==> src/rtl/wpx_pkg.sv <==
// ============================================================================
// wpx_pkg: shared types and constants for the wave channel extractor
// Beat structures for both channels, parser phases, result kinds, error
// codes and the four-character chunk tags in little-endian byte order.
// ============================================================================
package wpx_pkg;

    // One byte of the wave file on the input channel.
    typedef struct packed {
        logic [7:0] file_byte;
        logic       first_byte;
    } in_beat_t;

    // One result on the output channel.
    typedef struct packed {
        logic [1:0]         result_kind;
        logic signed [15:0] sample_value;
        logic [31:0]        rate_value;
        logic [2:0]         error_code;
        logic               finished;
    } out_beat_t;

    // Result of one parser step, handed to the output register.
    typedef struct packed {
        logic      valid;
        out_beat_t beat;
    } step_result_t;

    // Parser phases.
    typedef enum logic [3:0] {
        PH_RIFF  = 4'd0,
        PH_RSIZE = 4'd1,
        PH_WAVE  = 4'd2,
        PH_CTAG  = 4'd3,
        PH_CSIZE = 4'd4,
        PH_FMT   = 4'd5,
        PH_DATA  = 4'd6,
        PH_SKIP  = 4'd7,
        PH_PAD   = 4'd8,
        PH_DONE  = 4'd9
    } phase_t;

    // Result kinds.
    typedef enum logic [1:0] {
        KIND_SAMPLE = 2'd0,
        KIND_RATE   = 2'd1,
        KIND_ERROR  = 2'd2,
        KIND_END    = 2'd3
    } kind_t;

    // Error codes.
    typedef enum logic [2:0] {
        ERR_RIFF_TAG  = 3'd0,
        ERR_WAVE_TAG  = 3'd1,
        ERR_TOO_LONG  = 3'd2,
        ERR_FMT_SIZE  = 3'd3,
        ERR_NOT_PCM   = 3'd4,
        ERR_CHANNEL   = 3'd5,
        ERR_NOT_16BIT = 3'd6,
        ERR_NO_FMT    = 3'd7
    } err_t;

    // Tags as they assemble from little-endian bytes.
    localparam logic [31:0] TAG_RIFF = 32'h4646_4952;
    localparam logic [31:0] TAG_WAVE = 32'h4556_4157;
    localparam logic [31:0] TAG_FMT  = 32'h2074_6D66;
    localparam logic [31:0] TAG_DATA = 32'h6174_6164;

    // Required size of the fmt chunk body.
    localparam logic [31:0] FMT_SIZE = 32'd16;

endpackage

==> src/rtl/wpx_parser.sv <==
// ============================================================================
// wpx_parser: byte-wise RIFF/WAVE parse step and parser state
// Holds the parser state and applies one file byte per enabled cycle. The
// result of that byte, if any, is produced combinationally for the output
// register in the top level.
// ============================================================================
module wpx_parser (
    input  logic                 aclk,
    input  logic                 aresetn,
    input  logic                 step_en,
    input  wpx_pkg::in_beat_t    beat,
    input  logic [15:0]          chosen_channel,
    output wpx_pkg::step_result_t result
);
    import wpx_pkg::*;

    // Parser state registers.
    phase_t      phase_reg,     phase_next;
    logic [1:0]  fbi_reg,       fbi_next;
    logic [31:0] acc_reg,       acc_next;
    logic [31:0] riff_rem_reg,  riff_rem_next;
    logic [31:0] chunk_rem_reg, chunk_rem_next;
    logic [31:0] tag_reg,       tag_next;
    logic [15:0] chan_cnt_reg,  chan_cnt_next;
    logic [15:0] chan_pos_reg,  chan_pos_next;
    logic [7:0]  low_byte_reg,  low_byte_next;
    logic        fmt_seen_reg,  fmt_seen_next;
    logic        stopped_reg,   stopped_next;

    // Places byte b into a little-endian field; offset zero starts a new field.
    function automatic logic [31:0] gather(input logic [31:0] acc, input logic [7:0] b,
                                           input logic [1:0] off);
        logic [31:0] placed;
        placed = {24'd0, b} << {off, 3'b000};
        return (off == 2'd0) ? placed : (acc | placed);
    endfunction

    // Byte offset within the fmt body field that holds body byte pos.
    function automatic logic [1:0] fmt_offset(input logic [3:0] pos);
        logic [1:0] off;
        case (pos)
            4'd4, 4'd5, 4'd6, 4'd7,
            4'd8, 4'd9, 4'd10, 4'd11: off = pos[1:0];
            default:                  off = {1'b0, pos[0]};
        endcase
        return off;
    endfunction

    // One parse step.
    always_comb begin
        logic [7:0]  b;
        logic [1:0]  idx;
        logic [3:0]  pos;
        logic [32:0] total;
        logic [16:0] cc2;
        logic [17:0] cc3;
        logic [16:0] pos_inc;
        logic        have;
        logic        body_end;
        logic        chunk_end;
        kind_t       kind;
        err_t        err;
        logic [15:0] sample;
        logic [31:0] rate;
        logic        fin;

        // A first byte restarts from the reset state.
        if (beat.first_byte) begin
            phase_next     = PH_RIFF;
            fbi_next       = 2'd0;
            acc_next       = 32'd0;
            riff_rem_next  = 32'd0;
            chunk_rem_next = 32'd0;
            tag_next       = 32'd0;
            chan_cnt_next  = 16'd0;
            chan_pos_next  = 16'd0;
            low_byte_next  = 8'd0;
            fmt_seen_next  = 1'b0;
            stopped_next   = 1'b0;
        end else begin
            phase_next     = phase_reg;
            fbi_next       = fbi_reg;
            acc_next       = acc_reg;
            riff_rem_next  = riff_rem_reg;
            chunk_rem_next = chunk_rem_reg;
            tag_next       = tag_reg;
            chan_cnt_next  = chan_cnt_reg;
            chan_pos_next  = chan_pos_reg;
            low_byte_next  = low_byte_reg;
            fmt_seen_next  = fmt_seen_reg;
            stopped_next   = stopped_reg;
        end

        b         = beat.file_byte;
        idx       = fbi_next;
        pos       = 4'd0 - chunk_rem_next[3:0];
        cc2       = {chan_cnt_next, 1'b0};
        cc3       = {1'b0, cc2} + {2'b00, chan_cnt_next};
        total     = 33'd0;
        pos_inc   = 17'd0;
        have      = 1'b0;
        body_end  = 1'b0;
        chunk_end = 1'b0;
        kind      = KIND_END;
        err       = ERR_RIFF_TAG;
        sample    = 16'd0;
        rate      = 32'd0;
        fin       = 1'b0;

        if (!(stopped_next || phase_next == PH_DONE)) begin
            case (phase_next)
                PH_RIFF: begin
                    if (b != TAG_RIFF[{idx, 3'b000} +: 8]) begin
                        stopped_next = 1'b1; have = 1'b1; kind = KIND_ERROR;
                        err = ERR_RIFF_TAG;
                    end else begin
                        fbi_next = idx + 2'd1;
                        if (idx == 2'd3) phase_next = PH_RSIZE;
                    end
                end
                PH_RSIZE: begin
                    acc_next = gather(acc_next, b, idx);
                    fbi_next = idx + 2'd1;
                    if (idx == 2'd3) begin
                        riff_rem_next = acc_next;
                        phase_next    = PH_WAVE;
                    end
                end
                PH_WAVE: begin
                    if (b != TAG_WAVE[{idx, 3'b000} +: 8]) begin
                        stopped_next = 1'b1; have = 1'b1; kind = KIND_ERROR;
                        err = ERR_WAVE_TAG;
                    end else begin
                        fbi_next = idx + 2'd1;
                        if (idx == 2'd3) begin
                            riff_rem_next = (riff_rem_next >= 32'd4) ?
                                            riff_rem_next - 32'd4 : 32'd0;
                            chunk_end = 1'b1;
                        end
                    end
                end
                PH_CTAG: begin
                    tag_next = gather(tag_next, b, idx);
                    fbi_next = idx + 2'd1;
                    if (idx == 2'd3) phase_next = PH_CSIZE;
                end
                PH_CSIZE: begin
                    acc_next = gather(acc_next, b, idx);
                    fbi_next = idx + 2'd1;
                    if (idx == 2'd3) begin
                        // Header end: charge header, body and pad to the RIFF size.
                        total = 33'd8 + {1'b0, acc_next} + {32'd0, acc_next[0]};
                        if ({1'b0, riff_rem_next} < total) begin
                            stopped_next = 1'b1; have = 1'b1; kind = KIND_ERROR;
                            err = ERR_TOO_LONG;
                        end else begin
                            riff_rem_next  = riff_rem_next - total[31:0];
                            chunk_rem_next = acc_next;
                            if (tag_next == TAG_FMT) begin
                                if (acc_next != FMT_SIZE) begin
                                    stopped_next = 1'b1; have = 1'b1; kind = KIND_ERROR;
                                    err = ERR_FMT_SIZE;
                                end else begin
                                    phase_next = PH_FMT;
                                end
                            end else if (tag_next == TAG_DATA) begin
                                if (!fmt_seen_next) begin
                                    stopped_next = 1'b1; have = 1'b1; kind = KIND_ERROR;
                                    err = ERR_NO_FMT;
                                end else begin
                                    phase_next    = PH_DATA;
                                    chan_pos_next = 16'd0;
                                    fbi_next      = 2'd0;
                                    body_end      = (acc_next == 32'd0);
                                end
                            end else begin
                                phase_next = PH_SKIP;
                                body_end   = (acc_next == 32'd0);
                            end
                        end
                    end
                end
                PH_FMT: begin
                    acc_next       = gather(acc_next, b, fmt_offset(pos));
                    chunk_rem_next = chunk_rem_next - 32'd1;
                    if (pos == 4'd3) chan_cnt_next = acc_next[15:0];
                    if ((pos == 4'd0 && b != 8'd1) || (pos == 4'd1 && b != 8'd0)) begin
                        stopped_next = 1'b1; have = 1'b1; kind = KIND_ERROR;
                        err = ERR_NOT_PCM;
                    end else if (pos == 4'd3 && chosen_channel >= acc_next[15:0]) begin
                        stopped_next = 1'b1; have = 1'b1; kind = KIND_ERROR;
                        err = ERR_CHANNEL;
                    end else if (pos == 4'd7) begin
                        have = 1'b1; kind = KIND_RATE; rate = acc_next;
                    end else if (pos == 4'd13 &&
                                 (chan_cnt_next == 16'd0 ||
                                  {1'b0, acc_next[15:0]} < cc2 ||
                                  {2'b00, acc_next[15:0]} >= cc3)) begin
                        // Block align over channels, rounded down, must be exactly two bytes.
                        stopped_next = 1'b1; have = 1'b1; kind = KIND_ERROR;
                        err = ERR_NOT_16BIT;
                    end else if (pos == 4'd15) begin
                        fmt_seen_next = 1'b1;
                        acc_next      = 32'd0;
                        chunk_end     = 1'b1;
                    end
                end
                PH_DATA: begin
                    if (fbi_next == 2'd0 && chan_pos_next == 16'd0 &&
                        chunk_rem_next < {15'd0, cc2}) begin
                        // Not enough bytes left for a whole frame; keep the size parity.
                        phase_next = PH_SKIP;
                        acc_next   = chunk_rem_next;
                    end else if (fbi_next == 2'd0) begin
                        low_byte_next = b;
                        fbi_next      = 2'd1;
                    end else begin
                        fbi_next = 2'd0;
                        if (chan_pos_next == chosen_channel) begin
                            have   = 1'b1;
                            kind   = KIND_SAMPLE;
                            sample = {b, low_byte_next};
                        end
                        pos_inc       = {1'b0, chan_pos_next} + 17'd1;
                        chan_pos_next = (pos_inc >= {1'b0, chan_cnt_next}) ?
                                        16'd0 : pos_inc[15:0];
                    end
                    chunk_rem_next = chunk_rem_next - 32'd1;
                    body_end       = (chunk_rem_next == 32'd0);
                end
                PH_SKIP: begin
                    if (chunk_rem_next != 32'd0) chunk_rem_next = chunk_rem_next - 32'd1;
                    body_end = (chunk_rem_next == 32'd0);
                end
                PH_PAD: begin
                    chunk_end = 1'b1;
                end
                default: begin
                end
            endcase

            // Body end: an odd size leaves one pad byte.
            if (body_end) begin
                if (acc_next[0]) phase_next = PH_PAD;
                else             chunk_end  = 1'b1;
            end

            // Chunk end: the content is over once the RIFF size is used up.
            if (chunk_end) begin
                if (riff_rem_next == 32'd0) begin
                    phase_next = PH_DONE;
                    fin        = 1'b1;
                end else begin
                    phase_next = PH_CTAG;
                    fbi_next   = 2'd0;
                end
            end
        end

        result.valid             = have || fin;
        result.beat.result_kind  = have ? kind : KIND_END;
        result.beat.sample_value = sample;
        result.beat.rate_value   = rate;
        result.beat.error_code   = (have && kind == KIND_ERROR) ? err : ERR_RIFF_TAG;
        result.beat.finished     = fin;
    end

    // State update on each byte taken from the input register.
    always_ff @(posedge aclk) begin
        if (!aresetn) begin
            phase_reg     <= PH_RIFF;
            fbi_reg       <= 2'd0;
            acc_reg       <= 32'd0;
            riff_rem_reg  <= 32'd0;
            chunk_rem_reg <= 32'd0;
            tag_reg       <= 32'd0;
            chan_cnt_reg  <= 16'd0;
            chan_pos_reg  <= 16'd0;
            low_byte_reg  <= 8'd0;
            fmt_seen_reg  <= 1'b0;
            stopped_reg   <= 1'b0;
        end else if (step_en) begin
            phase_reg     <= phase_next;
            fbi_reg       <= fbi_next;
            acc_reg       <= acc_next;
            riff_rem_reg  <= riff_rem_next;
            chunk_rem_reg <= chunk_rem_next;
            tag_reg       <= tag_next;
            chan_cnt_reg  <= chan_cnt_next;
            chan_pos_reg  <= chan_pos_next;
            low_byte_reg  <= low_byte_next;
            fmt_seen_reg  <= fmt_seen_next;
            stopped_reg   <= stopped_next;
        end
    end

endmodule

==> src/rtl/wav_pcm16_channel_extractor_core.sv <==
// ============================================================================
// wav_pcm16_channel_extractor_core: RIFF/WAVE 16-bit PCM channel extractor
// Parses a wave file one byte per beat, reports the sample rate and emits
// the signed samples of one chosen channel, or an error or end marker.
// ============================================================================
//
//  Channel  Dir  Handshake          Payload
//  s_       in   s_valid/s_ready    s_beat  (file_byte, first_byte)
//  m_       out  m_valid/m_ready    m_beat  (result_kind .. finished)
//  cfg_     in   cfg_wr_en          cfg_wr_data (chosen channel)
//
// One byte is taken per cycle while the output is not stalled; a result
// passes from the input register through the parse logic into the output
// register. The parse state updates in the same cycle that it takes the result.
// Reset is synchronous to aclk and clears the parser and the chosen channel.
// A stalled output holds its beat; the input register keeps accepting as
// long as the parse step can move its byte on.
//
module wav_pcm16_channel_extractor_core (
    input  logic               aclk,
    input  logic               aresetn,
    input  logic               s_valid,
    output logic               s_ready,
    input  wpx_pkg::in_beat_t  s_beat,
    output logic               m_valid,
    input  logic               m_ready,
    output wpx_pkg::out_beat_t m_beat,
    input  logic               cfg_wr_en,
    input  logic [15:0]        cfg_wr_data
);
    import wpx_pkg::*;

    logic         in_valid_reg,  in_valid_next;
    in_beat_t     in_beat_reg;
    logic         out_valid_reg, out_valid_next;
    out_beat_t    out_beat_reg;
    logic [15:0]  chosen_reg;
    logic         advance;
    step_result_t step_res;

    // The parse step runs whenever the output register can take its result.
    assign advance = in_valid_reg && (!out_valid_reg || m_ready);
    assign s_ready = !in_valid_reg || advance;

    assign in_valid_next  = (s_valid && s_ready) || (in_valid_reg && !advance);
    assign out_valid_next = advance ? step_res.valid : (out_valid_reg && !m_ready);

    // Chosen channel register.
    always_ff @(posedge aclk) begin
        if (!aresetn) begin
            chosen_reg <= 16'd0;
        end else if (cfg_wr_en) begin
            chosen_reg <= cfg_wr_data;
        end
    end

    // Input register.
    always_ff @(posedge aclk) begin
        if (!aresetn) begin
            in_valid_reg <= 1'b0;
        end else begin
            in_valid_reg <= in_valid_next;
        end
    end

    always_ff @(posedge aclk) begin
        if (s_valid && s_ready) begin
            in_beat_reg <= s_beat;
        end
    end

    // Parser.
    wpx_parser u_parser (
        .aclk           (aclk),
        .aresetn        (aresetn),
        .step_en        (advance),
        .beat           (in_beat_reg),
        .chosen_channel (chosen_reg),
        .result         (step_res)
    );

    // Output register.
    always_ff @(posedge aclk) begin
        if (!aresetn) begin
            out_valid_reg <= 1'b0;
        end else begin
            out_valid_reg <= out_valid_next;
        end
    end

    always_ff @(posedge aclk) begin
        if (advance && step_res.valid) begin
            out_beat_reg <= step_res.beat;
        end
    end

    assign m_valid = out_valid_reg;
    assign m_beat  = out_beat_reg;

    // An accepted beat sits in the input register on the next cycle.
    a_in_capture: assert property (@(posedge aclk) disable iff (!aresetn)
        (s_valid && s_ready) |=> (in_valid_reg && in_beat_reg == $past(s_beat)))
        else $error("accepted input beat not captured");

    // Only a sample or the end marker can carry the finished flag.
    a_finished_kind: assert property (@(posedge aclk) disable iff (!aresetn)
        (m_valid && m_beat.finished) |->
            (m_beat.result_kind == KIND_SAMPLE || m_beat.result_kind == KIND_END))
        else $error("finished flag on a rate or error result");

    // An error result carries no sample and no rate.
    a_error_clean: assert property (@(posedge aclk) disable iff (!aresetn)
        (m_valid && m_beat.result_kind == KIND_ERROR) |->
            (m_beat.sample_value == 16'sd0 && m_beat.rate_value == 32'd0))
        else $error("error result with sample or rate payload");

    // A held result is never overwritten while the output is stalled.
    a_out_hold: assert property (@(posedge aclk) disable iff (!aresetn)
        (out_valid_reg && !m_ready) |-> !advance)
        else $error("parse step advanced into a stalled output");

endmodule

==> config.mk <==
export PLATFORM = sky130hd
export DESIGN_NAME = wav_pcm16_channel_extractor_core
export DESIGN_NICKNAME = d
export VERILOG_FILES = /design/src/rtl/wpx_pkg.sv /design/src/rtl/wpx_parser.sv /design/src/rtl/wav_pcm16_channel_extractor_core.sv
export SDC_FILE = /design/constraint.sdc
export NUM_CORES = 1
export LEC_CHECK = 0
export ABC_AREA = 1
export ABC_CLOCK_PERIOD_IN_PS = 23700
export BUFFER_PORTS_ARGS = -buffer_cell sky130_fd_sc_hd__buf_4
export CAP_MARGIN = 25
export CORE_ASPECT_RATIO = 0.5
export CORE_MARGIN = 4
export CORE_UTILIZATION = 33
export CTS_BUF_LIST = sky130_fd_sc_hd__clkbuf_2 sky130_fd_sc_hd__clkbuf_4 sky130_fd_sc_hd__clkbuf_8
export DETAILED_ROUTE_END_ITERATION = 7
export GPL_ROUTABILITY_DRIVEN = 0
export SLEW_MARGIN = 25
export SYNTH_ARGS = -nofsm -noshare
export SYNTH_HDL_FRONTEND = slang
export SYNTH_SLANG_ARGS = --single-unit
export TNS_END_PERCENT = 100
==> constraint.sdc <==
create_clock -name aclk -period 23.7 [get_ports aclk]
set_clock_uncertainty 0.1 [all_clocks]
set_input_delay 2.37 -clock aclk [delete_from_list [all_inputs] [get_ports aclk]]
set_output_delay 2.37 -clock aclk [all_outputs]
set_load 0.05 [all_outputs]
==> results.md <==
- Status: finished, final reports clean
- Element type at the critical path start: flip-flop
- MaxCap Viol Count: 0
- Detailed Route Iter0 Violations: roughly 4,000
- DP Area: 25,800 sq um
- Post-CTS Resized: 0
- Critical path's top delay family: simple AND/OR/NAND/NOR gates
- Rel. slew slack: 18.5%
- F_max: 105 MHz
- Max incr delay on CP: 660 ps
- Synth area leader: dfxtp_1
- Worst-margin pin slew: 1210 ps
- Clk buf depth: 3
- Post-synth top area share: 15.9%
- Power Density: 50.7 nW/um^2
- Comb pwr share: 27.7%
- Max reg flops: 54
- Crit path kind: flip-flop to flip-flop
- Most common cell on crit path: nand2_1
- Post-CTS Setup Bufs: 0
- Die Width: ~390 um
- Share of layout cells above drive strength 1: 9.78%
- Sequential element share of the synthesized area: 23.6%
- Number of global-route vias before repair: ~26,000
- CP max FO: 73
- Hold Vio Cnt, Final: 0
- Count of different cell masters after synthesis: 73
- Post-synth EDFFs: 63
- Cells after synthesis: 3,804
- Most common cell after layout, fill and taps aside: nand2_1
- CTS Hold Buffers Added: 0
- Total GRT Usage: 25.1%
- Leak pwr: 12.0 nW
- RSZ-0062 raised after global routing: false
- Final Cell Area: approximately 27,000 sq um
- DR vias: 28,200
- Yosys reg bits: 257
- HP Class: flip-flop to flip-flop
- Synth area leaders: dfxtp_1 16%, nand2_1 12%, a21oi_1 7.9%
- WP data arrival: roughly 9700 ps
- Largest net degree at the start of global routing: 102
- Hpwl dp: 75.5 mm
- Clk sinks: 257
- Initial core utilization: 33.4%
- Clock power frac: 36.8%
- Nets: 3,971
- Ys Warns: 0
- Std-Cell Rows: 70
- Final min period: 9500 ps
- Internal: 854 uW
- Flop pwr share: between 30% and 40%
- Final max-slew violation count: 0
- Final period util: 40.1%
- Core Box Area: 73,200 sq um
- Die ar.: 78,700 sq um
- Setup TNS: 0 ps
- I/O Buffers: 85
- H-tree levels: 2
- CTS tree: built
- Register Area: 5780 sq um
- CTS clk-pin slew, worst paths: 70 ps
- DRT Wirelength: 104 mm
- Top Ports: 86
- Antenna viol nets, final: 0
- Synth Area per Inst: approximately 6.4 sq um
- Worst Path Required: 23,860 ps
- Initial DRT Pass Iterations: 7
- Critical-path top delay cell: buf_4
- Die H: 200 um
- Critical path endpoint category: flip-flop
- Ys async rst share: 0%
- Max IR drop VDD: 0.0264 mV
- Multi-input gate area: 16,100 sq um
- Post-synth top flop: dfxtp_1
- Final setup fails: 0
- Psw: 508 uW
- Insertion delay to the later sink of the worst-skew pair: 660 ps
- Switching Share: ~37%
- Synthesized Nets: 3,979
- Synthesized area: ~24,000 sq um
- Initial antenna violation count: 5
- Commonest cells after routing, fill and taps aside: 812 x nand2_1, 402 x nor2_1, 392 x inv_1
- DRC: 0
- Overflow after GRT: 0
- Clock Tree Root: clkbuf_8
- First-pass GRT wire length: 156 mm
- Buf/Inv on CP: 12
- Number of buffers created by CTS: 46
- # fillers: 8,005
- Vias per cell: 5.86
- Per-cell routed wire length: 21.6 um
- Area grow syn2layout: 9.83%
==> final cells by class <==
class                   count  share of cell area, %
clock inverters            25                   1.09
repair buffers            133                   3.75
well taps                 972                   4.53
multi-input cells        2924                   60.1
inverters                 434                   6.13
flip-flops and latches    257                   21.5
clock buffers              61                   2.85
diodes                      3                 0.0280
==> metal layers <==
metal  routed length [um]  vias to the layer above  GRT usage [%]
met5                   27                        -              0
met2                42900                     1738           37.0
li1                     -                    13000              -
met1                42900                    13100           34.3
met3                12200                      389           5.65
met4                 6040                        4           13.0
==> worst min-delay path: cells and delay by family, from the launching register on <==
kind               cells  cell delay, ps
DFF                    1             310
and+or+nand+nor        1              60
AOI/OAI and AO/OA      1              50
==> metrics by stage <==
stage                     hold WS (ps)  total power [mW]  cells  utilization, %  setup WS [ps]
after floorplan                    336             0.747   3804               -          16170
after global placement             350             0.853   4720            35.2          14820
after detailed placement           355             0.856   4720            35.2          14530
after CTS                          365              1.36   4806            36.6          14520
after global routing               374              1.42   4806            36.6          13530
final                              365              1.36   4809            36.7          14200
==> cell usage after synthesis, drive strengths merged, types with 2 or more instances <==
cell type / number
a211oi: 30
nor2: 423
and3: 2
or2: 7
clkbuf: 131
nor3: 71
clkinv: 6
o32ai: 2
nand2: 872
edfxtp: 63
a221oi: 29
nor4: 29
a21boi: 2
a22oi: 7
o211ai: 43
inv: 428
o22ai: 37
o2111ai: 26
a311oi: 2
and3b: 2
ha: 144
a21o: 6
o21a: 7
a2111oi: 3
nand4: 95
buf: 58
a31oi: 27
a21oi: 387
o221a: 9
o21ai: 294
xor2: 106
nand3b: 6
xnor2: 30
o21bai: 5
o221ai: 30
a221o: 2
o311ai: 3
dfxtp: 194
o31ai: 6
nor4b: 2
nand3: 171
==> final timing paths <==
path                             start                        end  slack [ps]  cells after the start
min          u_parser.riff_rem_reg[31]  u_parser.riff_rem_reg[31]         360                      2
max                     in_beat_reg[0]                 m_beat[38]       14200                     44
min reg2reg  u_parser.riff_rem_reg[31]  u_parser.riff_rem_reg[31]         360                      2
max reg2reg             in_beat_reg[0]                 m_beat[38]       14200                     44
==> power by group through the flow <==
stage	Combinational (mW)	Sequential (mW)	Clock (mW)
floorplan	0.243	0.503	0
global placement	0.361	0.492	0
detailed placement	0.363	0.492	0
CTS	0.365	0.483	0.510
global route	0.406	0.485	0.531
finish	0.377	0.483	0.501
==> kinds of logic after synthesis <==
family / after synthesis / share of synthesized area [%]
and+or+nand+nor: 1681 / 30.5
buffers and inverters: 623 / 10.4
DFF: 257 / 23.6
xor gates and xnor gates: 136 / 4.87
AOI/OAI and AO/OA: 962 / 23.1
adders and majority gates: 145 / 7.46
No activity file was read; power rests on OpenSTA's default activity.
